===== config.mk =====
export PLATFORM = sky130hd
export DESIGN_NAME = keyword_command_line_parser
export DESIGN_NICKNAME = d
export VERILOG_FILES = /design/src/kclp_pkg.sv /design/src/kclp_kw_match.sv /design/src/keyword_command_line_parser.sv
export SDC_FILE = /design/constraint.sdc
export NUM_CORES = 1
export LEC_CHECK = 0
export ABC_AREA = 1
export BUFFER_PORTS_ARGS = -buffer_cell sky130_fd_sc_hd__buf_4
export CAP_MARGIN = 10
export CELL_PAD_IN_SITES_DETAIL_PLACEMENT = 1
export CELL_PAD_IN_SITES_GLOBAL_PLACEMENT = 2
export CORE_MARGIN = 5
export CORE_UTILIZATION = 27
export CTS_CLUSTER_SIZE = 10
export DETAILED_ROUTE_END_ITERATION = 8
export PLACE_DENSITY_LB_ADDON = 0.25
export SLEW_MARGIN = 20
export SYNTH_ARGS = -nofsm -noshare
export SYNTH_HDL_FRONTEND = slang
export SYNTH_SLANG_ARGS = --single-unit

===== constraint.sdc =====
create_clock -name clk -period 5.7 [get_ports clk]
set_input_delay 0.285 -clock clk [delete_from_list [all_inputs] [get_ports clk]]
set_output_delay 0.285 -clock clk [all_outputs]
set_load 0.03 [all_outputs]

===== src/kclp_pkg.sv =====
package kclp_pkg;

    localparam int MaxLineChars = 128;

    localparam logic [2:0] ST_OK       = 3'd0;
    localparam logic [2:0] ST_UNKNOWN  = 3'd1;
    localparam logic [2:0] ST_ARGUMENT = 3'd2;
    localparam logic [2:0] ST_RANGE    = 3'd3;
    localparam logic [2:0] ST_EMPTY    = 3'd4;
    localparam logic [2:0] ST_TOO_LONG = 3'd5;

    localparam logic [3:0] CMD_NONE      = 4'd0;
    localparam logic [3:0] CMD_STATUS    = 4'd1;
    localparam logic [3:0] CMD_AI_INFO   = 4'd2;
    localparam logic [3:0] CMD_AI_START  = 4'd3;
    localparam logic [3:0] CMD_AI_STOP   = 4'd4;
    localparam logic [3:0] CMD_THRESHOLD = 4'd5;
    localparam logic [3:0] CMD_DS_START  = 4'd6;
    localparam logic [3:0] CMD_DS_STOP   = 4'd7;
    localparam logic [3:0] CMD_STATS_RST = 4'd8;
    localparam logic [3:0] CMD_HELP      = 4'd9;

    localparam logic [1:0] LAB_NONE      = 2'd0;
    localparam logic [1:0] LAB_STABLE    = 2'd1;
    localparam logic [1:0] LAB_VIBRATION = 2'd2;
    localparam logic [1:0] LAB_IMPACT    = 2'd3;

    localparam int KwCount = 13;
    localparam int KW_STATUS    = 0;
    localparam int KW_HELP      = 1;
    localparam int KW_AI        = 2;
    localparam int KW_INFO      = 3;
    localparam int KW_START     = 4;
    localparam int KW_STOP      = 5;
    localparam int KW_THRESHOLD = 6;
    localparam int KW_DATASET   = 7;
    localparam int KW_STABLE    = 8;
    localparam int KW_VIBRATION = 9;
    localparam int KW_IMPACT    = 10;
    localparam int KW_STATS     = 11;
    localparam int KW_RESET     = 12;

    typedef enum logic [6:0] {
        GP_FIRST     = 7'b0000001,
        GP_AI_SUB    = 7'b0000010,
        GP_THR_ARG   = 7'b0000100,
        GP_DS_SUB    = 7'b0001000,
        GP_DS_LABEL  = 7'b0010000,
        GP_STATS_SUB = 7'b0100000,
        GP_DONE      = 7'b1000000
    } grammar_t;

    typedef enum logic [5:0] {
        NP_INT        = 6'b000001,
        NP_DOT        = 6'b000010,
        NP_FIRST_FRAC = 6'b000100,
        NP_FRAC       = 6'b001000,
        NP_BAD        = 6'b010000,
        NP_RANGE      = 6'b100000
    } number_t;

    function automatic logic [3:0] kw_len(input int k);
        case (k)
            KW_STATUS:    kw_len = 4'd6;
            KW_HELP:      kw_len = 4'd4;
            KW_AI:        kw_len = 4'd2;
            KW_INFO:      kw_len = 4'd4;
            KW_START:     kw_len = 4'd5;
            KW_STOP:      kw_len = 4'd4;
            KW_THRESHOLD: kw_len = 4'd9;
            KW_DATASET:   kw_len = 4'd7;
            KW_STABLE:    kw_len = 4'd6;
            KW_VIBRATION: kw_len = 4'd9;
            KW_IMPACT:    kw_len = 4'd6;
            KW_STATS:     kw_len = 4'd5;
            default:      kw_len = 4'd5;
        endcase
    endfunction

    // character of keyword k at position p; 0 past the end never matches a real test
    function automatic logic [7:0] kw_char(input int k, input logic [3:0] p);
        logic [71:0] s;
        s = '0;
        case (k)
            KW_STATUS:    s = {"STATUS", 24'h0};
            KW_HELP:      s = {"HELP", 40'h0};
            KW_AI:        s = {"AI", 56'h0};
            KW_INFO:      s = {"INFO", 40'h0};
            KW_START:     s = {"START", 32'h0};
            KW_STOP:      s = {"STOP", 40'h0};
            KW_THRESHOLD: s = "THRESHOLD";
            KW_DATASET:   s = {"DATASET", 16'h0};
            KW_STABLE:    s = {"STABLE", 24'h0};
            KW_VIBRATION: s = "VIBRATION";
            KW_IMPACT:    s = {"IMPACT", 24'h0};
            KW_STATS:     s = {"STATS", 32'h0};
            default:      s = {"RESET", 32'h0};
        endcase
        if (p < 4'd9)
            kw_char = s[71 - 8 * int'(p) -: 8];
        else
            kw_char = 8'h00;
    endfunction

endpackage


===== src/kclp_kw_match.sv =====
module kclp_kw_match (
    input  logic [7:0]                   ch,
    input  logic [3:0]                   pos,
    input  logic [kclp_pkg::KwCount-1:0] mask_in,
    output logic [kclp_pkg::KwCount-1:0] mask_out
);

    always_comb
    begin
        for (int k = 0; k < kclp_pkg::KwCount; k++)
        begin
            mask_out[k] = mask_in[k] && (pos < kclp_pkg::kw_len(k))
                          && (kclp_pkg::kw_char(k, pos) == ch);
        end
    end

endmodule


===== src/keyword_command_line_parser.sv =====
// Keyword command line parser.
// Input channel: char_byte / line_end with in_valid / in_ready; one byte per
// transfer, line_end marks the last byte of a line. Output channel:
// parse_status, command_code, label_code, threshold_thousandths with
// out_valid / out_ready; exactly one result per line, issued for the transfer
// that carries line_end.
// Throughput: one byte per cycle while in_ready is high. All token matching
// and the numeric update sit between the input state registers and the
// result register, which shows the result in the cycle after the last byte.
// A result waits in the output register; a new byte is still taken while it
// waits, unless that byte ends another line, which is held until the
// pending result is taken (or taken in the same cycle).
// Reset clears all parse state and empties the output register; after each
// line the parser returns to that reset state.
// Lines longer than MAX_LINE_CHARS report "too long".
module keyword_command_line_parser #(
    parameter int MAX_LINE_CHARS = kclp_pkg::MaxLineChars
) (
    input  logic       clk,
    input  logic       rst_n,
    input  logic       in_valid,
    output logic       in_ready,
    input  logic [7:0] char_byte,
    input  logic       line_end,
    output logic       out_valid,
    input  logic       out_ready,
    output logic [2:0] parse_status,
    output logic [3:0] command_code,
    output logic [1:0] label_code,
    output logic [9:0] threshold_thousandths
);

    localparam int KC = kclp_pkg::KwCount;

    logic [7:0]           char_count_reg, char_count_next;
    logic                 has_token_reg, has_token_next;
    logic [3:0]           token_position_reg, token_position_next;
    logic                 inside_token_reg, inside_token_next;
    logic [KC-1:0]        mask_reg, mask_next;
    kclp_pkg::grammar_t   phase_reg, phase_next;
    logic [2:0]           status_reg, status_next;
    logic [3:0]           cmd_reg, cmd_next;
    logic [1:0]           label_reg, label_next;
    kclp_pkg::number_t    np_reg, np_next;
    logic                 int_digit_reg, int_digit_next;
    logic [9:0]           frac_reg, frac_next;
    logic [1:0]           frac_cnt_reg, frac_cnt_next;

    logic                 out_valid_reg;
    logic [2:0]           o_status_reg;
    logic [3:0]           o_cmd_reg;
    logic [1:0]           o_label_reg;
    logic [9:0]           o_thr_reg;

    logic                 accept, is_space;
    logic [KC-1:0]        match_in, match_out;
    logic [3:0]           pos_use;

    assign in_ready  = !out_valid_reg || out_ready || !line_end;
    assign accept    = in_valid && in_ready;
    assign is_space  = (char_byte == 8'h20) || (char_byte == 8'h09);
    assign pos_use   = inside_token_reg ? token_position_reg : 4'd0;
    assign match_in  = inside_token_reg ? mask_reg : {KC{1'b1}};

    kclp_kw_match u_match (
        .ch       (char_byte),
        .pos      (pos_use),
        .mask_in  (match_in),
        .mask_out (match_out)
    );

    // keyword hit for the token closing on this byte
    function automatic logic hit(input logic [KC-1:0] m, input logic [3:0] p, input int k);
        hit = m[k] && (p == kclp_pkg::kw_len(k));
    endfunction

    logic [3:0] fd;
    logic [9:0] frac_fin;
    logic [9:0] thr_val;
    logic [2:0] status_final;

    always_comb
    begin
        logic [KC-1:0] m;
        logic [3:0]    p;
        logic          end_tok;
        logic          dg;
        logic [2:0]    st;

        char_count_next     = (char_count_reg == 8'd255) ? char_count_reg : char_count_reg + 8'd1;
        has_token_next      = has_token_reg;
        token_position_next = token_position_reg;
        inside_token_next   = inside_token_reg;
        mask_next           = mask_reg;
        phase_next          = phase_reg;
        status_next         = status_reg;
        cmd_next            = cmd_reg;
        label_next          = label_reg;
        np_next             = np_reg;
        int_digit_next      = int_digit_reg;
        frac_next           = frac_reg;
        frac_cnt_next       = frac_cnt_reg;
        fd                  = char_byte[3:0];
        dg                  = (char_byte >= 8'h30) && (char_byte <= 8'h39);
        st                  = kclp_pkg::ST_OK;
        end_tok             = 1'b0;

        if (!is_space)
        begin
            if (!inside_token_reg)
            begin
                np_next        = kclp_pkg::NP_INT;
                int_digit_next = 1'b0;
                frac_next      = '0;
                frac_cnt_next  = '0;
                has_token_next = 1'b1;
            end
            inside_token_next   = 1'b1;
            mask_next           = match_out;
            token_position_next = (pos_use == 4'd15) ? pos_use : pos_use + 4'd1;
            unique case (inside_token_reg ? np_reg : kclp_pkg::NP_INT)
                kclp_pkg::NP_INT:
                    if (char_byte == 8'h30 || char_byte == 8'h31)
                    begin
                        int_digit_next = char_byte[0];
                        np_next        = kclp_pkg::NP_DOT;
                    end
                    else
                        np_next = kclp_pkg::NP_BAD;
                kclp_pkg::NP_DOT:
                    np_next = (char_byte == 8'h2E) ? kclp_pkg::NP_FIRST_FRAC : kclp_pkg::NP_BAD;
                kclp_pkg::NP_FIRST_FRAC, kclp_pkg::NP_FRAC:
                    if (!dg)
                        np_next = kclp_pkg::NP_BAD;
                    else if (frac_cnt_reg == 2'd3)
                        np_next = kclp_pkg::NP_RANGE;
                    else
                    begin
                        frac_next     = 10'(frac_reg * 10'd10 + {6'd0, fd});
                        frac_cnt_next = frac_cnt_reg + 2'd1;
                        np_next       = kclp_pkg::NP_FRAC;
                    end
                default: ;
            endcase
        end

        // token closes on a separator, or at line end if still open
        end_tok = accept && (is_space ? inside_token_reg : line_end);
        m       = is_space ? mask_reg : mask_next;
        p       = is_space ? token_position_reg : token_position_next;

        unique case (frac_cnt_next)
            2'd0:    frac_fin = 10'd0;
            2'd1:    frac_fin = 10'(frac_next * 10'd100);
            2'd2:    frac_fin = 10'(frac_next * 10'd10);
            default: frac_fin = frac_next;
        endcase

        if (end_tok)
        begin
            inside_token_next = 1'b0;
            if (status_reg == kclp_pkg::ST_OK)
            begin
                unique case (phase_reg)
                    kclp_pkg::GP_FIRST:
                        if (hit(m, p, kclp_pkg::KW_STATUS))
                        begin
                            cmd_next = kclp_pkg::CMD_STATUS; phase_next = kclp_pkg::GP_DONE;
                        end
                        else if (hit(m, p, kclp_pkg::KW_AI))
                            phase_next = kclp_pkg::GP_AI_SUB;
                        else if (hit(m, p, kclp_pkg::KW_DATASET))
                            phase_next = kclp_pkg::GP_DS_SUB;
                        else if (hit(m, p, kclp_pkg::KW_STATS))
                            phase_next = kclp_pkg::GP_STATS_SUB;
                        else if (hit(m, p, kclp_pkg::KW_HELP))
                        begin
                            cmd_next = kclp_pkg::CMD_HELP; phase_next = kclp_pkg::GP_DONE;
                        end
                        else
                            status_next = kclp_pkg::ST_UNKNOWN;
                    kclp_pkg::GP_AI_SUB:
                        if (hit(m, p, kclp_pkg::KW_INFO))
                        begin
                            cmd_next = kclp_pkg::CMD_AI_INFO; phase_next = kclp_pkg::GP_DONE;
                        end
                        else if (hit(m, p, kclp_pkg::KW_START))
                        begin
                            cmd_next = kclp_pkg::CMD_AI_START; phase_next = kclp_pkg::GP_DONE;
                        end
                        else if (hit(m, p, kclp_pkg::KW_STOP))
                        begin
                            cmd_next = kclp_pkg::CMD_AI_STOP; phase_next = kclp_pkg::GP_DONE;
                        end
                        else if (hit(m, p, kclp_pkg::KW_THRESHOLD))
                            phase_next = kclp_pkg::GP_THR_ARG;
                        else
                            status_next = kclp_pkg::ST_UNKNOWN;
                    kclp_pkg::GP_THR_ARG:
                        if (np_next == kclp_pkg::NP_BAD || np_next == kclp_pkg::NP_FIRST_FRAC
                            || np_next == kclp_pkg::NP_INT)
                            status_next = kclp_pkg::ST_ARGUMENT;
                        else if (np_next == kclp_pkg::NP_RANGE)
                            status_next = kclp_pkg::ST_RANGE;
                        else if (int_digit_next && frac_fin != 10'd0)
                            status_next = kclp_pkg::ST_RANGE;
                        else
                        begin
                            frac_next     = frac_fin;
                            frac_cnt_next = 2'd3;
                            cmd_next      = kclp_pkg::CMD_THRESHOLD;
                            phase_next    = kclp_pkg::GP_DONE;
                        end
                    kclp_pkg::GP_DS_SUB:
                        if (hit(m, p, kclp_pkg::KW_STOP))
                        begin
                            cmd_next = kclp_pkg::CMD_DS_STOP; phase_next = kclp_pkg::GP_DONE;
                        end
                        else if (hit(m, p, kclp_pkg::KW_START))
                            phase_next = kclp_pkg::GP_DS_LABEL;
                        else
                            status_next = kclp_pkg::ST_UNKNOWN;
                    kclp_pkg::GP_DS_LABEL:
                    begin
                        if (hit(m, p, kclp_pkg::KW_STABLE))
                            label_next = kclp_pkg::LAB_STABLE;
                        else if (hit(m, p, kclp_pkg::KW_VIBRATION))
                            label_next = kclp_pkg::LAB_VIBRATION;
                        else if (hit(m, p, kclp_pkg::KW_IMPACT))
                            label_next = kclp_pkg::LAB_IMPACT;
                        if (hit(m, p, kclp_pkg::KW_STABLE) || hit(m, p, kclp_pkg::KW_VIBRATION)
                            || hit(m, p, kclp_pkg::KW_IMPACT))
                        begin
                            cmd_next = kclp_pkg::CMD_DS_START; phase_next = kclp_pkg::GP_DONE;
                        end
                        else
                            status_next = kclp_pkg::ST_ARGUMENT;
                    end
                    kclp_pkg::GP_STATS_SUB:
                        if (hit(m, p, kclp_pkg::KW_RESET))
                        begin
                            cmd_next = kclp_pkg::CMD_STATS_RST; phase_next = kclp_pkg::GP_DONE;
                        end
                        else
                            status_next = kclp_pkg::ST_UNKNOWN;
                    default:
                        status_next = kclp_pkg::ST_ARGUMENT;
                endcase
            end
        end

        if (int'(char_count_next) > MAX_LINE_CHARS)
            st = kclp_pkg::ST_TOO_LONG;
        else if (status_next != kclp_pkg::ST_OK)
            st = status_next;
        else if (!has_token_next)
            st = kclp_pkg::ST_EMPTY;
        else if (phase_next == kclp_pkg::GP_DONE)
            st = kclp_pkg::ST_OK;
        else if (phase_next == kclp_pkg::GP_THR_ARG || phase_next == kclp_pkg::GP_DS_LABEL)
            st = kclp_pkg::ST_ARGUMENT;
        else
            st = kclp_pkg::ST_UNKNOWN;
        status_final = st;
        thr_val = int_digit_next ? 10'd1000 : frac_next;
    end

    always_ff @(posedge clk or negedge rst_n)
    begin
        if (!rst_n)
        begin
            char_count_reg     <= '0;
            has_token_reg      <= 1'b0;
            token_position_reg <= '0;
            inside_token_reg   <= 1'b0;
            mask_reg           <= {KC{1'b1}};
            phase_reg          <= kclp_pkg::GP_FIRST;
            status_reg         <= kclp_pkg::ST_OK;
            cmd_reg            <= kclp_pkg::CMD_NONE;
            label_reg          <= kclp_pkg::LAB_NONE;
            np_reg             <= kclp_pkg::NP_INT;
            int_digit_reg      <= 1'b0;
            frac_reg           <= '0;
            frac_cnt_reg       <= '0;
            out_valid_reg      <= 1'b0;
        end
        else
        begin
            if (accept && line_end)
                out_valid_reg <= 1'b1;
            else if (out_ready)
                out_valid_reg <= 1'b0;
            if (accept)
            begin
                if (line_end)
                begin
                    char_count_reg     <= '0;
                    has_token_reg      <= 1'b0;
                    token_position_reg <= '0;
                    inside_token_reg   <= 1'b0;
                    mask_reg           <= {KC{1'b1}};
                    phase_reg          <= kclp_pkg::GP_FIRST;
                    status_reg         <= kclp_pkg::ST_OK;
                    cmd_reg            <= kclp_pkg::CMD_NONE;
                    label_reg          <= kclp_pkg::LAB_NONE;
                    np_reg             <= kclp_pkg::NP_INT;
                    int_digit_reg      <= 1'b0;
                    frac_reg           <= '0;
                    frac_cnt_reg       <= '0;
                end
                else
                begin
                    char_count_reg     <= char_count_next;
                    has_token_reg      <= has_token_next;
                    token_position_reg <= token_position_next;
                    inside_token_reg   <= inside_token_next;
                    mask_reg           <= mask_next;
                    phase_reg          <= phase_next;
                    status_reg         <= status_next;
                    cmd_reg            <= cmd_next;
                    label_reg          <= label_next;
                    np_reg             <= np_next;
                    int_digit_reg      <= int_digit_next;
                    frac_reg           <= frac_next;
                    frac_cnt_reg       <= frac_cnt_next;
                end
            end
        end
    end

    always_ff @(posedge clk)
    begin
        if (accept && line_end)
        begin
            o_status_reg <= status_final;
            if (status_final == kclp_pkg::ST_OK)
            begin
                o_cmd_reg   <= cmd_next;
                o_label_reg <= (cmd_next == kclp_pkg::CMD_DS_START) ? label_next
                                                                    : kclp_pkg::LAB_NONE;
                o_thr_reg   <= (cmd_next == kclp_pkg::CMD_THRESHOLD) ? thr_val : 10'd0;
            end
            else
            begin
                o_cmd_reg   <= kclp_pkg::CMD_NONE;
                o_label_reg <= kclp_pkg::LAB_NONE;
                o_thr_reg   <= 10'd0;
            end
        end
    end

    assign out_valid             = out_valid_reg;
    assign parse_status          = o_status_reg;
    assign command_code          = o_cmd_reg;
    assign label_code            = o_label_reg;
    assign threshold_thousandths = o_thr_reg;

endmodule

# Word-level counts from Yosys, hierarchy flattened
# Cells that the tools add are included.
[totals]
output_inout_bits = 21
regBits = 82
latch_bits = 0
n_memories = 0
elab_cells = 390
input_bits = 13
rom_bits = 0
mem_bits_rw = 0
[op_classes]
n_lt_le_gt_ge = 9
n_div = 0
eq_ne = 59
bitwise_logic = 2
n_mux = 210
n_shift = 13
n_addsub = 5
reduce_logical = 70
multipliers = 3
[ops]
columns = ["operator", "count"]
rows = [
  ["variable part select 79 x 8 -> 8 bit, first input constant", 13],
  ["two-way mux 4 bit", 90],
  ["two-way mux 7 bit", 19],
  ["two-way mux 10 bit", 13],
  ["two-way mux 8 bit", 15],
  ["equality test 8 bit", 13],
  ["two-way mux 3 bit", 22],
  ["equality test 4 bit", 16],
  ["two-way mux 13 bit", 4],
  ["logical AND 1 bit", 48],
  ["two-way mux 2 bit", 21],
  ["one-hot mux 7 bit (6 select lines)", 1],
  ["equality test 8 x 6 -> 1 bit, second input constant", 4],
  ["two-way mux 6 bit", 5],
  ["one-hot mux 10 bit (3 select lines)", 1],
  ["one-hot mux 4 bit (6 select lines)", 1],
  ["multiplier 10 x 3 -> 9 bit, second input constant", 2],
  ["one-hot mux 3 bit (6 select lines)", 1],
  ["one-hot mux 6 bit (3 select lines)", 1],
  ["less-than comparator 4 x 3 -> 1 bit, second input constant", 4],
  ["equality test 7 x 3 -> 1 bit, second input constant", 2],
  ["equality test 7 x 5 -> 1 bit, second input constant", 2],
  ["two-way mux 1 bit", 14],
  ["equality test 6 x 1 -> 1 bit, second input constant", 2],
  ["40 further kinds", 57],
]

# Depth between registers and ports, before layout
# Gate-level depths: netlist of run 1.
[logic_depth]
depth_word = 57
ltp_mapped = 40
ltp_nobuf = 40

# By module
# Synthesis of run 1 repeated with hierarchy kept, for this count alone.
[unflattened]
hier_cells = 1298
hier_area_um2 = 8451.9
[modules_own_cells]
columns = ["mod", "n_inst", "cells_each", "area_per_inst_um2", "seq_area_each_um2"]
rows = [
  ["keyword_command_line_parser", 1, 976, 6845.3, 2165.8],
  ["kclp_kw_match", 1, 322, 1606.5, 0.0],
]

# Worst setup path after synthesis of run 1
# OpenSTA, ideal clock, no wires.
[synth_path]
path_kind = "register to register"
from = "reg frac_reg[0]"
to = "reg o_thr_reg[0], in the netlist threshold_thousandths[0], data pin"
setup_time_ps = 141
period_less_slack_ps = 4914
required_ps = 5559
path_buffers = 0
path_slack_ps = 786
t_arrival_ps = 4773
path_stages_with_launch = 39
cell_sequence = "dfrtp_1 ha_1 inv_1 fa_1 inv_1 nand2_1 nand3_1 nand2_1 inv_1 nand3_1 nand3_1 nand2_1 ha_1 ha_1 fa_1 ha_1 nand2_1 nand2_1 [3 not listed] inv_1 nand2_1 nand2_1 nand2_1 nand3_1 nand2_1 nand3_1 nand2_1 nand2_1 nand2_2 nand2_1 nor2_1 nor2_1 nand3_1 nand3_2 nor2_4 nand4_4 nor2_2"
[synth_via]
elab_chain_len = 26
elab_cells_between_ends = 51
classes_between = "add/sub (1); mul (3); eq/ne (4); mux (35); bitwise (2); reduce/logical (6)"
[synth_rtl]
columns = ["element", "line_no", "text"]
rows = [
  ["start, declared", "keyword_command_line_parser.sv:46", "logic [9:0] frac_reg, frac_next;"],
  ["start signal, assigned", "keyword_command_line_parser.sv:324", "frac_reg <= frac_next;"],
  ["multiplier 10 x 3 -> 9 bit", "keyword_command_line_parser.sv:139", "frac_next = 10'(frac_reg * 10'd10 + {6'd0, fd});"],
  ["adder 10 x 4 -> 10 bit", "keyword_command_line_parser.sv:139", ""],
  ["two-way mux 10 bit", "keyword_command_line_parser.sv:135", "else if (frac_cnt_reg == 2'd3)"],
  ["two-way mux 10 bit", "keyword_command_line_parser.sv:133", "if (!dg)"],
  ["two-way mux 10 bit", "keyword_command_line_parser.sv:121", "unique case (inside_token_reg ? np_reg : kclp_pkg::NP_INT)"],
  ["two-way mux 10 bit *", "keyword_command_line_parser.sv:108", "if (!is_space)"],
  ["multiplier 10 x 3 -> 9 bit / multiplier 10 x 5 -> 8 bit (equally long branches)", "keyword_command_line_parser.sv:155, keyword_command_line_parser.sv:154", ""],
  ["one-hot mux 10 bit (3 select lines)", "keyword_command_line_parser.sv:152", "unique case (frac_cnt_next)"],
  ["[10 not listed]", "-", ""],
  ["two-way mux 2 bit", "keyword_command_line_parser.sv:260", "else if (phase_next == kclp_pkg::GP_THR_ARG || phase_next == kclp_pkg::GP_DS_LABEL)"],
  ["two-way mux 2 bit", "keyword_command_line_parser.sv:258", "else if (phase_next == kclp_pkg::GP_DONE)"],
  ["two-way mux 3 bit", "keyword_command_line_parser.sv:256", "else if (!has_token_next)"],
  ["two-way mux 3 bit", "keyword_command_line_parser.sv:254", "else if (status_next != kclp_pkg::ST_OK)"],
  ["two-way mux 3 bit", "keyword_command_line_parser.sv:252", "if (int'(char_count_next) > MAX_LINE_CHARS)"],
  ["zero test 3 bit", "keyword_command_line_parser.sv:336", "if (status_final == kclp_pkg::ST_OK)"],
  ["inverter 1 bit (no line)", "-", ""],
  ["OR reduction 3 bit (no line)", "-", ""],
  ["end signal, assigned", "keyword_command_line_parser.sv:341", "o_thr_reg <= (cmd_next == kclp_pkg::CMD_THRESHOLD) ? thr_val : 10'd0;"],
  ["end, declared", "keyword_command_line_parser.sv:53", "logic [9:0] o_thr_reg;"],
]
# Every way passes the cells marked *; elsewhere a longest branch is shown, timed or not.
# A chain may end at the register's enable or synchronous reset.

# Worst setup path in the final report of run 1
[layout_path]
from = "reg frac_reg[1]"
to = "reg o_thr_reg[1], in the netlist threshold_thousandths[1], data pin"
# The elaborated chain is that of the path after synthesis.

==> results of run 1 <==
layout by cell type (no fill, tap or decap), types with 23 or more instances in the layout:
cell	synthesis	layout
nand2_2	29	36
nand2_1	392	383
buf_4	6	81
ha_1	40	31
nand4_1	23	23
o22ai_1	36	36
nor2_1	123	123
a21oi_1	41	39
nand3_1	159	155
inv_1	155	154
dfrtp_1	48	44
o21ai_0	65	63
final cells by class:
cell class / instances / share of cell area
clock inverter: 6 / 0.00509
tap: 396 / 0.0504
timing repair buffer: 82 / 0.0630
inverter: 173 / 0.0664
clock buffer: 10 / 0.0255
multi-input combinational: 1043 / 0.569
sequential: 82 / 0.221
cells by family (layout without fill, tap and decap cells):
logic type / Yosys count / after routing
and+or+nand+nor: 793 / 793
adders and majority gates: 45 / 45
xor gates and xnor gates: 21 / 21
muxes: 1 / 1
AOI/OAI and AO/OA: 183 / 183
DFF: 82 / 82
buffers and inverters: 211 / 271
worst min path at each step:
stage / cells after the start / slack, ns / to
5_1_grt: 2 / 0.13 / out_valid
6_report: 1 / 0.05 / token_position_reg[3]
4_1_cts: 1 / 0.11 / phase_reg[6]
2_1_floorplan: 0 / -0.01 / char_count_reg[0]
3_3_place_gp: 2 / 0.48 / int_digit_reg
3_5_place_dp: 1 / 0.49 / phase_reg[4]
power breakdown:
part | internal, mW | total (mW) | switching, mW | leakage [nW]
logic | 0.268 | 0.884 | 0.615 | 3.77
registers | 0.658 | 0.697 | 0.0393 | 0.991
clock network | 0.330 | 0.606 | 0.276 | 0.150
total | 1.26 | 2.19 | 0.931 | 4.91
cells in the mapped netlist (16+ instances only):
cell type | instances | area share
a21oi_1 | 41 | 0.024
dfrtp_1 | 48 | 0.14
edfxtp_1 | 19 | 0.068
ha_1 | 40 | 0.059
inv_1 | 155 | 0.069
inv_2 | 17 | 0.0076
nand2_1 | 392 | 0.17
nand2_2 | 29 | 0.021
nand3_1 | 159 | 0.094
nand4_1 | 23 | 0.017
nor2_1 | 123 | 0.055
nor2_2 | 17 | 0.013
nor3_1 | 16 | 0.0095
o21ai_0 | 65 | 0.039
o22ai_1 | 36 | 0.027
layer usage:
metal | GRT usage | share of wire
met3 | 0.0181 | 0.020
met5 | 0 | 0.00060
met2 | 0.314 | 0.46
met1 | 0.262 | 0.49
met4 | 0.0560 | 0.026
worst register-to-register path: cells and delay by family, from the launching register on:
| kind | cells | cell delay (ns) |
|---|---|---|
| flip-flops | 1 | 0.45 |
| XOR/XNOR | 2 | 0.39 |
| AND/OR/NAND/NOR | 22 | 2.48 |
| buffers and inverters | 4 | 0.43 |
| adder cells (fa/ha/maj) | 5 | 1.42 |
repair_timing:
item / in CTS / in global routing
setup endpoints to repair: 0 / 22
resized for setup: 0 / 39
setup buffers: 0 / 12
through the flow:
stage | setup TNS (ns) | util | instances | total power, mW
after floorplan | 0 | - | 1336 | 1.32
after global placement | 0 | 0.301 | 1764 | 1.56
after detailed placement | 0 | 0.301 | 1764 | 1.56
after CTS | 0 | 0.311 | 1780 | 2.18
after global routing | -0.140 | 0.319 | 1792 | 2.35
final | 0 | 0.319 | 1792 | 2.19
==> metrics.cfg, run 1 <==
[status]
status=completed

[setup_path]
crit_fanout=4
crit_arrival_ns=5.54
max_stage_delay_ns=0.45
r2r_end=threshold_thousandths[1]
crit_cells=33
crit_slowest_cell=dfrtp_2
endpoint_kind=register
critPathLaunch=frac_reg[1]
rr_worst_depth=33
worstPathRequired_ns=5.91
worst-path-buf-inv=4
critPathLaunchType=register
critical-path-top-delay-family=simple AND/OR/NAND/NOR gates
timing.rr.start=frac_reg[1]
crit_end=threshold_thousandths[1]
path_class=reg -> reg
r2r_setup_slack_ns=0.37
crit_top_cell=nand3_1

[final_layout]
multi_input_area_um2=5590
nNetsFinal=1449
antennaDiodeCount=0
final_area_um2=9820
seqCellArea_um2=2170
drive_above_1_share=0.168
largest_reg_flops=13
fill_cells=3996
synthToLayoutAreaGrowth_pct=16.3

[floorplanning]
die_y_um=187
dieArea_um2=34900
die_x_um=187
rows=64
coreArea_um2=30700
start_util=0.275
io-pin-count=34

[pwr]
power_density_nw_per_um2=223
total_leakage_power_nw=4.91
ir_worst_vdd_mv=0.187

[timing]
slew_headroom=0.353
skew_ns=0.0109
hold_viol=0
tightest_slew_ns=0.965
max_freq_mhz=188
fin_crit_sh=0.935
slew_viol_final=0
setup_viol=0
layout_setup_ws_ns=0.371
period_minus_slack_ns=5.33
hold_ws_ns=0.0508

[synth]
synth.distinct_cells=56
synth-compound-area-share=0.123
yosys.area_share.simple=0.422
synth.mux.area_fraction=0.00119
synth.yosys.seq_area_share=0.256
synth_edf_count=19
synth_xor_area_frac=0.0227
ys_seq_elements=82
yosys_warnings=0
synth_top_family_by_area=simple AND/OR/NAND/NOR gates
avgSynthCellArea_um2=6.32
syn_area_um2=8450
ys.flop_type=dfrtp_1
synth_fa_ha_area_frac=0.0711
synth_fp_nets=1394
synthCells=1336
async_reset_ff_frac=0.768

[route]
drt-initial-drc-count=431
avgRoutedWirePerCell_um=18.6
drtPass1Iterations=4
drt-vias-per-instance=5.10
drcViolationCount=0
routed_wl_mm=33.4
ant_nets=0
num_vias=9146

[clock_network]
cts_buffer_depth=2
clockRootBuffer=clkbuf_16
cts_tree=built
cts_made_buffers=9
clk_latency_ns=0.35
ctsHoldBuffers=0
htree_levels=3
cts_sinks=82
clk_transition_reported_paths_ns=0.07

[placed_design]
preCtsSetupSlack_ns=0.0859
placed_cell_area_um2=9250
place_congestion=0.902
dpl.hpwl_mm=25.9
io_buffers=33

[global_route]
grt_pass1_vias=9368
grt_max_degree=64
grt_usage=0.189
grt_pass1_wl_mm=53.2
antenna_found_initial=1
grt_overflow=0

[run]
drv_cap=0

[worst_hold_path]
hold_path.class=in -> async

No activity file was read; power rests on OpenSTA's default activity.
==> inputs of run 2 (changes only) <==
--- a/config.mk
+++ b/config.mk
@@ -6,7 +6,6 @@
 export NUM_CORES = 1
 export LEC_CHECK = 0
 export ABC_AREA = 1
-export BUFFER_PORTS_ARGS = -buffer_cell sky130_fd_sc_hd__buf_4
 export CAP_MARGIN = 10
 export CELL_PAD_IN_SITES_DETAIL_PLACEMENT = 1
 export CELL_PAD_IN_SITES_GLOBAL_PLACEMENT = 2
@@ -14,6 +13,7 @@
 export CORE_UTILIZATION = 27
 export CTS_CLUSTER_SIZE = 10
 export DETAILED_ROUTE_END_ITERATION = 8
+export DONT_BUFFER_PORTS = 1
 export PLACE_DENSITY_LB_ADDON = 0.25
 export SLEW_MARGIN = 20
 export SYNTH_ARGS = -nofsm -noshare
==> run 2 against run 1 <==
Via count shrank 2.4%. Total power shrank 1.5%. Clock skew grew 0.00082 ns. Hold slack lost 0.018 ns. Flip-flop and latch count is the same. Worst setup slack lost 0.018 ns. Combinational power shrank 7.2%. Die area is the same. Core utilization shrank 1.0 points. Highest routed layer unchanged. Largest power group unchanged. Global-route usage shrank 0.32 points. Clock power grew 2%. Non-clock buffer count shrank 40.
==> metrics.cfg, run 2 (synthesized netlist as in run 1, its figures left out) <==
[timing]
layout_setup_ws_ns=0.353  ; was 0.371 ns
tns_ns=0  ; unchanged
fin_crit_sh=0.938  ; was 0.935
slew_headroom=0.375  ; was 0.353
skew_ns=0.0117  ; was 0.0109 ns
slew_viol_final=0  ; unchanged
max_freq_mhz=187  ; was 188 MHz
hold_viol=0  ; unchanged
period_minus_slack_ns=5.35  ; was 5.33 ns
tightest_slew_ns=0.933  ; was 0.965 ns
setup_viol=0  ; unchanged

[floorplanning]
io-pin-count=34  ; unchanged
rows=64  ; unchanged
start_util=0.275  ; unchanged
die_x_um=187  ; unchanged
coreArea_um2=30700  ; unchanged
die_y_um=187  ; unchanged
dieArea_um2=34900  ; unchanged

[placed_design]
io_buffers=0  ; was 33
place_congestion=0.912  ; was 0.902
dpl.hpwl_mm=25.6  ; was 25.9 mm
dp.cells=1725  ; was 1764
preCtsSetupSlack_ns=0.0949  ; was 0.0859 ns

[clock_network]
clk_latency_ns=0.36  ; was 0.35 ns
cts_made_buffers=9  ; unchanged
cts_sinks=82  ; unchanged
clockRootBuffer=clkbuf_16  ; unchanged
htree_levels=3  ; unchanged
clk_transition_reported_paths_ns=0.08  ; was 0.07 ns
cts_tree=built  ; unchanged
cts_buffer_depth=2  ; unchanged

[final_layout]
stdcell_count=1752  ; was 1792
antennaDiodeCount=0  ; unchanged
drive_above_1_share=0.139  ; was 0.168
synthToLayoutAreaGrowth_pct=12.6  ; was 16.3%
multi_input_area_um2=5550  ; was 5590 um^2
fin_util=0.309  ; was 0.319
final_common_cell=nand2_1  ; unchanged
seqCellArea_um2=2170  ; about the same
nNetsFinal=1409  ; was 1449
final_cell_mix=nand2_1 (386), nand3_1 (156), inv_1 (154)  ; was nand2_1 (383), nand3_1 (155), inv_1 (154)
largest_reg_flops=13  ; unchanged
fill_cells=4001  ; was 3996

[pwr]
power_density_nw_per_um2=227  ; was 223 nW/um^2
total_leakage_power_nw=4.72  ; was 4.91 nW
ir_worst_vdd_mv=0.160  ; was 0.187 mV
power.total_mw=2.15  ; was 2.19 mW

[setup_path]
critical-path-top-delay-family=simple AND/OR/NAND/NOR gates  ; unchanged
crit_top_cell=nand2_1  ; was nand3_1
max_stage_delay_ns=0.59  ; was 0.45 ns
crit_fanout=5  ; was 4
r2r_setup_slack_ns=0.35  ; was 0.37 ns
crit_slowest_cell=fa_1  ; was dfrtp_2
endpoint_kind=register  ; unchanged
crit_arrival_ns=5.56  ; was 5.54 ns
critPathLaunchType=register  ; unchanged
worstPathRequired_ns=5.91  ; about the same
rr_worst_depth=34  ; was 33
path_class=reg -> reg  ; unchanged
r2r_end=threshold_thousandths[0]  ; was threshold_thousandths[1]
timing.rr.start=frac_reg[0]  ; was frac_reg[1]
worst-path-buf-inv=4  ; unchanged

[worst_hold_path]
hold_path.class=in -> reg  ; was in -> async
hold_depth=1
hold_path_end=out_valid
hold_start=out_ready

[global_route]
grt_pass1_vias=9069  ; was 9368
grt_max_degree=64  ; unchanged
antenna_found_initial=1  ; unchanged
grt_usage=0.186  ; was 0.189
grt_pass1_wl_mm=52.2  ; was 53.2 mm
grt_overflow=0  ; unchanged

[route]
drt-initial-drc-count=451  ; was 431
routed_wl_mm=33.1  ; was 33.4 mm
num_vias=8925  ; was 9146
drcViolationCount=0  ; unchanged
ant_nets=0  ; unchanged
drt-vias-per-instance=5.09  ; was 5.10
avgRoutedWirePerCell_um=18.9  ; was 18.6 um
drtPass1Iterations=5  ; was 4

[run]
drv_cap=0  ; unchanged

[status]
status=completed  ; unchanged

==> run 2: worst max-delay path by stage <==
stage | start | slack [ns] | cells past startpoint | to
finish | frac_reg[0] | 0.35 | 34 | threshold_thousandths[0]
global route | frac_reg[0] | -0.07 | 38 | threshold_thousandths[0]
CTS | frac_reg[0] | 0.06 | 36 | threshold_thousandths[0]
detailed placement | frac_reg[0] | 0.09 | 36 | threshold_thousandths[2]
global placement | frac_reg[0] | 0.25 | 38 | threshold_thousandths[4]
floorplan | frac_reg[0] | 0.79 | 38 | threshold_thousandths[0]
==> run 2: report_power, final <==
part / internal [mW] / total [mW] / switching, mW / leakage [nW]
logic: 0.241 / 0.820 / 0.578 / 3.58
clock network: 0.331 / 0.617 / 0.286 / 0.150
registers: 0.658 / 0.717 / 0.0584 / 0.990
==> run 2: metal layers <==
metal	track usage	wire length, um	part of all wire
met1	0.256	16000	0.48
met3	0.0213	943	0.028
met2	0.312	15600	0.47
met5	0	13	0.00039
met4	0.0461	530	0.016
==> run 2: layout make-up <==
cell class                 count  share of cell area
clock buffer                  10              0.0263
timing repair buffer          42              0.0355
clock inverter                 6             0.00526
multi-input combinational   1043               0.584
inverter                     173              0.0686
tap                          396              0.0521
sequential                    82               0.228
==> run 2: stage by stage <==
step	hold slack, ns	area (um^2)
4_1_cts	0.0294	9290
3_3_place_gp	-0.00246	8950
5_1_grt	0.0226	9510
2_1_floorplan	-0.0106	8450
6_report	0.0324	9510
3_5_place_dp	-0.00131	8950
==> run 2: timing repair <==
| item | CTS | global route |
|---|---|---|
| hold buffers | 2 | 0 |
| gates resized for setup | 0 | 33 |
| setup buffers | 0 | 9 |
| endpoints found under the hold margin | 63 | 0 |
| endpoints found under the setup margin | 0 | 27 |
==> inputs of run 3 (changes only) <==
--- a/config.mk
+++ b/config.mk
@@ -5,12 +5,12 @@
 export SDC_FILE = /design/constraint.sdc
 export NUM_CORES = 1
 export LEC_CHECK = 0
-export ABC_AREA = 1
 export CAP_MARGIN = 10
 export CELL_PAD_IN_SITES_DETAIL_PLACEMENT = 1
 export CELL_PAD_IN_SITES_GLOBAL_PLACEMENT = 2
 export CORE_MARGIN = 5
 export CORE_UTILIZATION = 27
+export CTS_CLUSTER_DIAMETER = 120
 export CTS_CLUSTER_SIZE = 10
 export DETAILED_ROUTE_END_ITERATION = 8
 export DONT_BUFFER_PORTS = 1
==> run 3 against run 2 <==
Sequential share of layout area shrank 4.0 points. Clock skew up 0.0053 ns. Fmax fell by 6.2%. Critical path depth is 10 lower. Combinational power down 19%. Count of clock-buffer cells in the layout down 1. First-iteration DRC count grew 25%. Wire length increased by 22%. Largest power group is now sequential cells. Highest routed layer is now met4.
==> metrics.cfg, run 3 <==
[clock_network]
clk_latency_ns=0.37  ; was 0.36 ns
cts_sinks=82  ; unchanged
cts_made_buffers=9  ; unchanged
clk_transition_reported_paths_ns=0.08  ; about the same
clockRootBuffer=clkbuf_16  ; unchanged
cts_tree=built  ; unchanged
htree_levels=3  ; unchanged
cts_buffer_depth=2  ; unchanged

[timing]
slew_viol_final=0  ; unchanged
hold_viol=0  ; unchanged
period_minus_slack_ns=5.70  ; was 5.35 ns
grt_setup_unrepaired=true
hold_ws_ns=0.0260  ; was 0.0324 ns
slew_headroom=0.392  ; was 0.375
setup_viol=0  ; unchanged
skew_ns=0.0170  ; was 0.0117 ns
fin_crit_sh=1.00  ; was 0.938
tightest_slew_ns=0.903  ; was 0.933 ns
max_freq_mhz=175  ; was 187 MHz

[pwr]
switching_share=0.391  ; was 0.428
total_leakage_power_nw=4.62  ; was 4.72 nW
intPower_mw=1.21  ; was 1.23 mW
p_sw_uw=779  ; was 922 uW
seqPwrFrac=0.353  ; was 0.333
ir_worst_vdd_mv=0.111  ; was 0.160 mV
power_density_nw_per_um2=174  ; was 227 nW/um^2
combPwrFrac=0.334  ; was 0.381
pwr-share-clk=0.313  ; was 0.286

[route]
routed_wl_mm=40.4  ; was 33.1 mm
drt-initial-drc-count=565  ; was 451
num_vias=9910  ; was 8925
avgRoutedWirePerCell_um=23.3  ; was 18.9 um
drt-vias-per-instance=5.73  ; was 5.09
ant_nets=0  ; unchanged
drcViolationCount=0  ; unchanged
drtPass1Iterations=5  ; unchanged

[global_route]
grt_max_degree=64  ; unchanged
grt_pass1_wl_mm=62.3  ; was 52.2 mm
grt_usage=0.207  ; was 0.186
antenna_found_initial=0  ; was 1
grt_overflow=0  ; unchanged
grt_pass1_vias=10200  ; was 9069

[synth]
netlist_top_cells_area=dfrtp_1 (13%), edfxtp_1 (6.2%), ha_1 (5.5%)  ; was nand2_1 (17%), dfrtp_1 (14%), nand3_1 (9.4%)
synth.yosys.seq_area_share=0.237  ; was 0.256
synth.most_common_cell=nand2_1  ; unchanged
avgSynthCellArea_um2=7.80  ; was 6.32 um^2
synth_commonest_cells=nand2_1 (108), o21ai_0 (80), nor2_1 (77)  ; was nand2_1 (392), nand3_1 (159), inv_1 (155)
ys_seq_elements=82  ; unchanged
synth.distinct_cells=101  ; was 56
ys.flop_type=dfrtp_1  ; unchanged
syn_area_um2=9140  ; was 8450 um^2
async_reset_ff_frac=0.768  ; unchanged
synth_top_area_share=0.131  ; was 0.174
synth_edf_count=19  ; unchanged
synthCells=1171  ; was 1336
synth_fp_nets=1229  ; was 1394
synth_top_area_cell=dfrtp_1  ; was nand2_1
yosys_warnings=0  ; unchanged

[final_layout]
nNetsFinal=1336  ; was 1409
seqCellArea_um2=2170  ; about the same
fill_cells=3974  ; was 4001
final_common_cell=buf_4  ; was nand2_1
antennaDiodeCount=0  ; unchanged
final_cell_mix=buf_4 (169), nand2_1 (104), o21ai_0 (77)  ; was nand2_1 (386), nand3_1 (156), inv_1 (154)
largest_reg_flops=13  ; unchanged
synthToLayoutAreaGrowth_pct=25.6  ; was 12.6%
drive_above_1_share=0.244  ; was 0.139
multi_input_area_um2=6910  ; was 5550 um^2
stdcell_count=1731  ; was 1752

[floorplanning]
start_util=0.273  ; was 0.275
io-pin-count=34  ; unchanged
die_y_um=194  ; was 187 um
dieArea_um2=37600  ; was 34900 um^2
die_x_um=194  ; was 187 um
rows=67  ; was 64
coreArea_um2=33400  ; was 30700 um^2

[placed_design]
io_buffers=0  ; unchanged
dpl.hpwl_mm=30.3  ; was 25.6 mm
place_congestion=0.887  ; was 0.912
dp.cells=1700  ; was 1725

[setup_path]
critPathLaunchType=register  ; unchanged
path_class=reg -> reg  ; unchanged
worstPathRequired_ns=5.89  ; was 5.91 ns
crit_slowest_cell=or4_4  ; was fa_1
crit_chain=or4b_4 -> or3_4 -> nor2_4 -> buf_4 -> nand2_1 -> nand2_2 -> ha_4 -> ha_4 -> fa_1 -> ha_4 -> buf_6 -> xor2_1 -> nand3_1 -> o211ai_1 -> or4_4 -> o31ai_4 -> buf_6 -> buf_6 -> a21oi_4 -> o31a_1 -> nor2_4 -> nand4_4 -> buf_6 -> nor4_4
crit_arrival_ns=5.89  ; was 5.56 ns
crit_fanout=7  ; was 5
crit_top_cell=buf_6  ; was nand2_1
max_stage_delay_ns=0.59  ; about the same
endpoint_kind=register  ; unchanged

[worst_hold_path]
hold_path.class=in -> reg  ; unchanged

[status]
status=completed  ; unchanged

[run]
drv_cap=0  ; unchanged

-- run 3: cell types whose count changed after synthesis, moves of 29 or more --
| cell | change |
|---|---|
| a21oi_1 | +34 |
| nand2_1 | -284 |
| inv_1 | -113 |
| nand2_2 | -29 |
| clkbuf_1 | +39 |
| nand3_1 | -112 |
| nor3_1 | +29 |
| nor2_1 | -46 |
-- run 3: worst max-delay path, delay by kind of cell, from the launching register on --
kind	cells	cell delay [ns]
adder cells (fa/ha/maj)	4	1.17
AO/OA/AOI/OAI	4	0.72
buffers and inverters	5	0.73
flip-flops	1	0.39
AND/OR/NAND/NOR	10	2.36
XOR/XNOR	1	0.13
-- run 3: final cells by class --
type                            count  area share
Tap cell                          448      0.0489
Clock inverter                      7     0.00589
Multi-Input combinational cell    962       0.602
Timing Repair Buffer              177       0.120
Inverter                           46      0.0150
Clock buffer                        9      0.0196
Sequential cell                    82       0.189
-- run 3: cell families (layout without fill, tap and decap cells) --
family / Yosys count / count (layout) / share of synthesized area
AND/OR/NAND/NOR: 447 / 447 / 0.263
AO/OA/AOI/OAI: 396 / 396 / 0.300
multiplexers: 17 / 17 / 0.0193
buffers and inverters: 127 / 239 / 0.0560
flip-flops: 82 / 82 / 0.237
adder cells (fa/ha/maj): 46 / 46 / 0.0668
XOR/XNOR: 56 / 56 / 0.0582
-- run 3: final timing paths --
check | end | cells past startpoint | slack [ns] | from
max in group asynchronous | mask_reg[7] | 2 | 4.83 | rst_n
min | char_count_reg[0] | 1 | 0.03 | line_end
min in group asynchronous | phase_reg[1] | 2 | 0.49 | rst_n
max reg2reg | threshold_thousandths[4] | 24 | 0.001 | np_reg[4]
min reg2reg | mask_reg[3] | 2 | 0.48 | mask_reg[3]
max | threshold_thousandths[4] | 24 | 0.001 | np_reg[4]
-- run 3: stage by stage --
stage | util | TNS, ns | power [mW] | area (um^2) | worst slack, ns
4_1_cts | 0.336 | -0.0433 | 2.00 | 11200 | -0.0239
2_1_floorplan | - | -0.897 | 1.14 | 9270 | -0.101
5_1_grt | 0.343 | -2.92 | 2.10 | 11500 | -0.262
3_5_place_dp | 0.320 | -2.53 | 1.36 | 10700 | -0.203
6_report | 0.343 | 0 | 1.99 | 11500 | 0.00135
3_3_place_gp | 0.320 | -0.640 | 1.35 | 10700 | -0.118
-- run 3: power by group through the flow --
| stage | combinational, mW | sequential [mW] | clock [mW] |
|---|---|---|---|
| 3_5_place_dp | 0.641 | 0.715 | 0 |
| 3_3_place_gp | 0.633 | 0.714 | 0 |
| 4_1_cts | 0.662 | 0.704 | 0.636 |
| 5_1_grt | 0.725 | 0.711 | 0.664 |
| 2_1_floorplan | 0.438 | 0.699 | 0 |
| 6_report | 0.664 | 0.704 | 0.623 |
-- run 3: routing by layer --
layer / GRT usage / part of all wire
met1: 0.280 / 0.47
met2: 0.352 / 0.48
met3: 0.0153 / 0.023
met4: 0.0693 / 0.029
met5: 0 / 0
-- run 3: what timing repair did --
| action | in CTS | in global routing |
|---|---|---|
| gates cloned | 0 | 0 |
| endpoints found under the hold margin | 63 | 0 |
| pin swaps | 9 | 25 |
| endpoints found under the setup margin | 20 | 25 |
| buffers inserted | 6 | 8 |
| hold buffers | 2 | 0 |
| resized for setup | 26 | 39 |
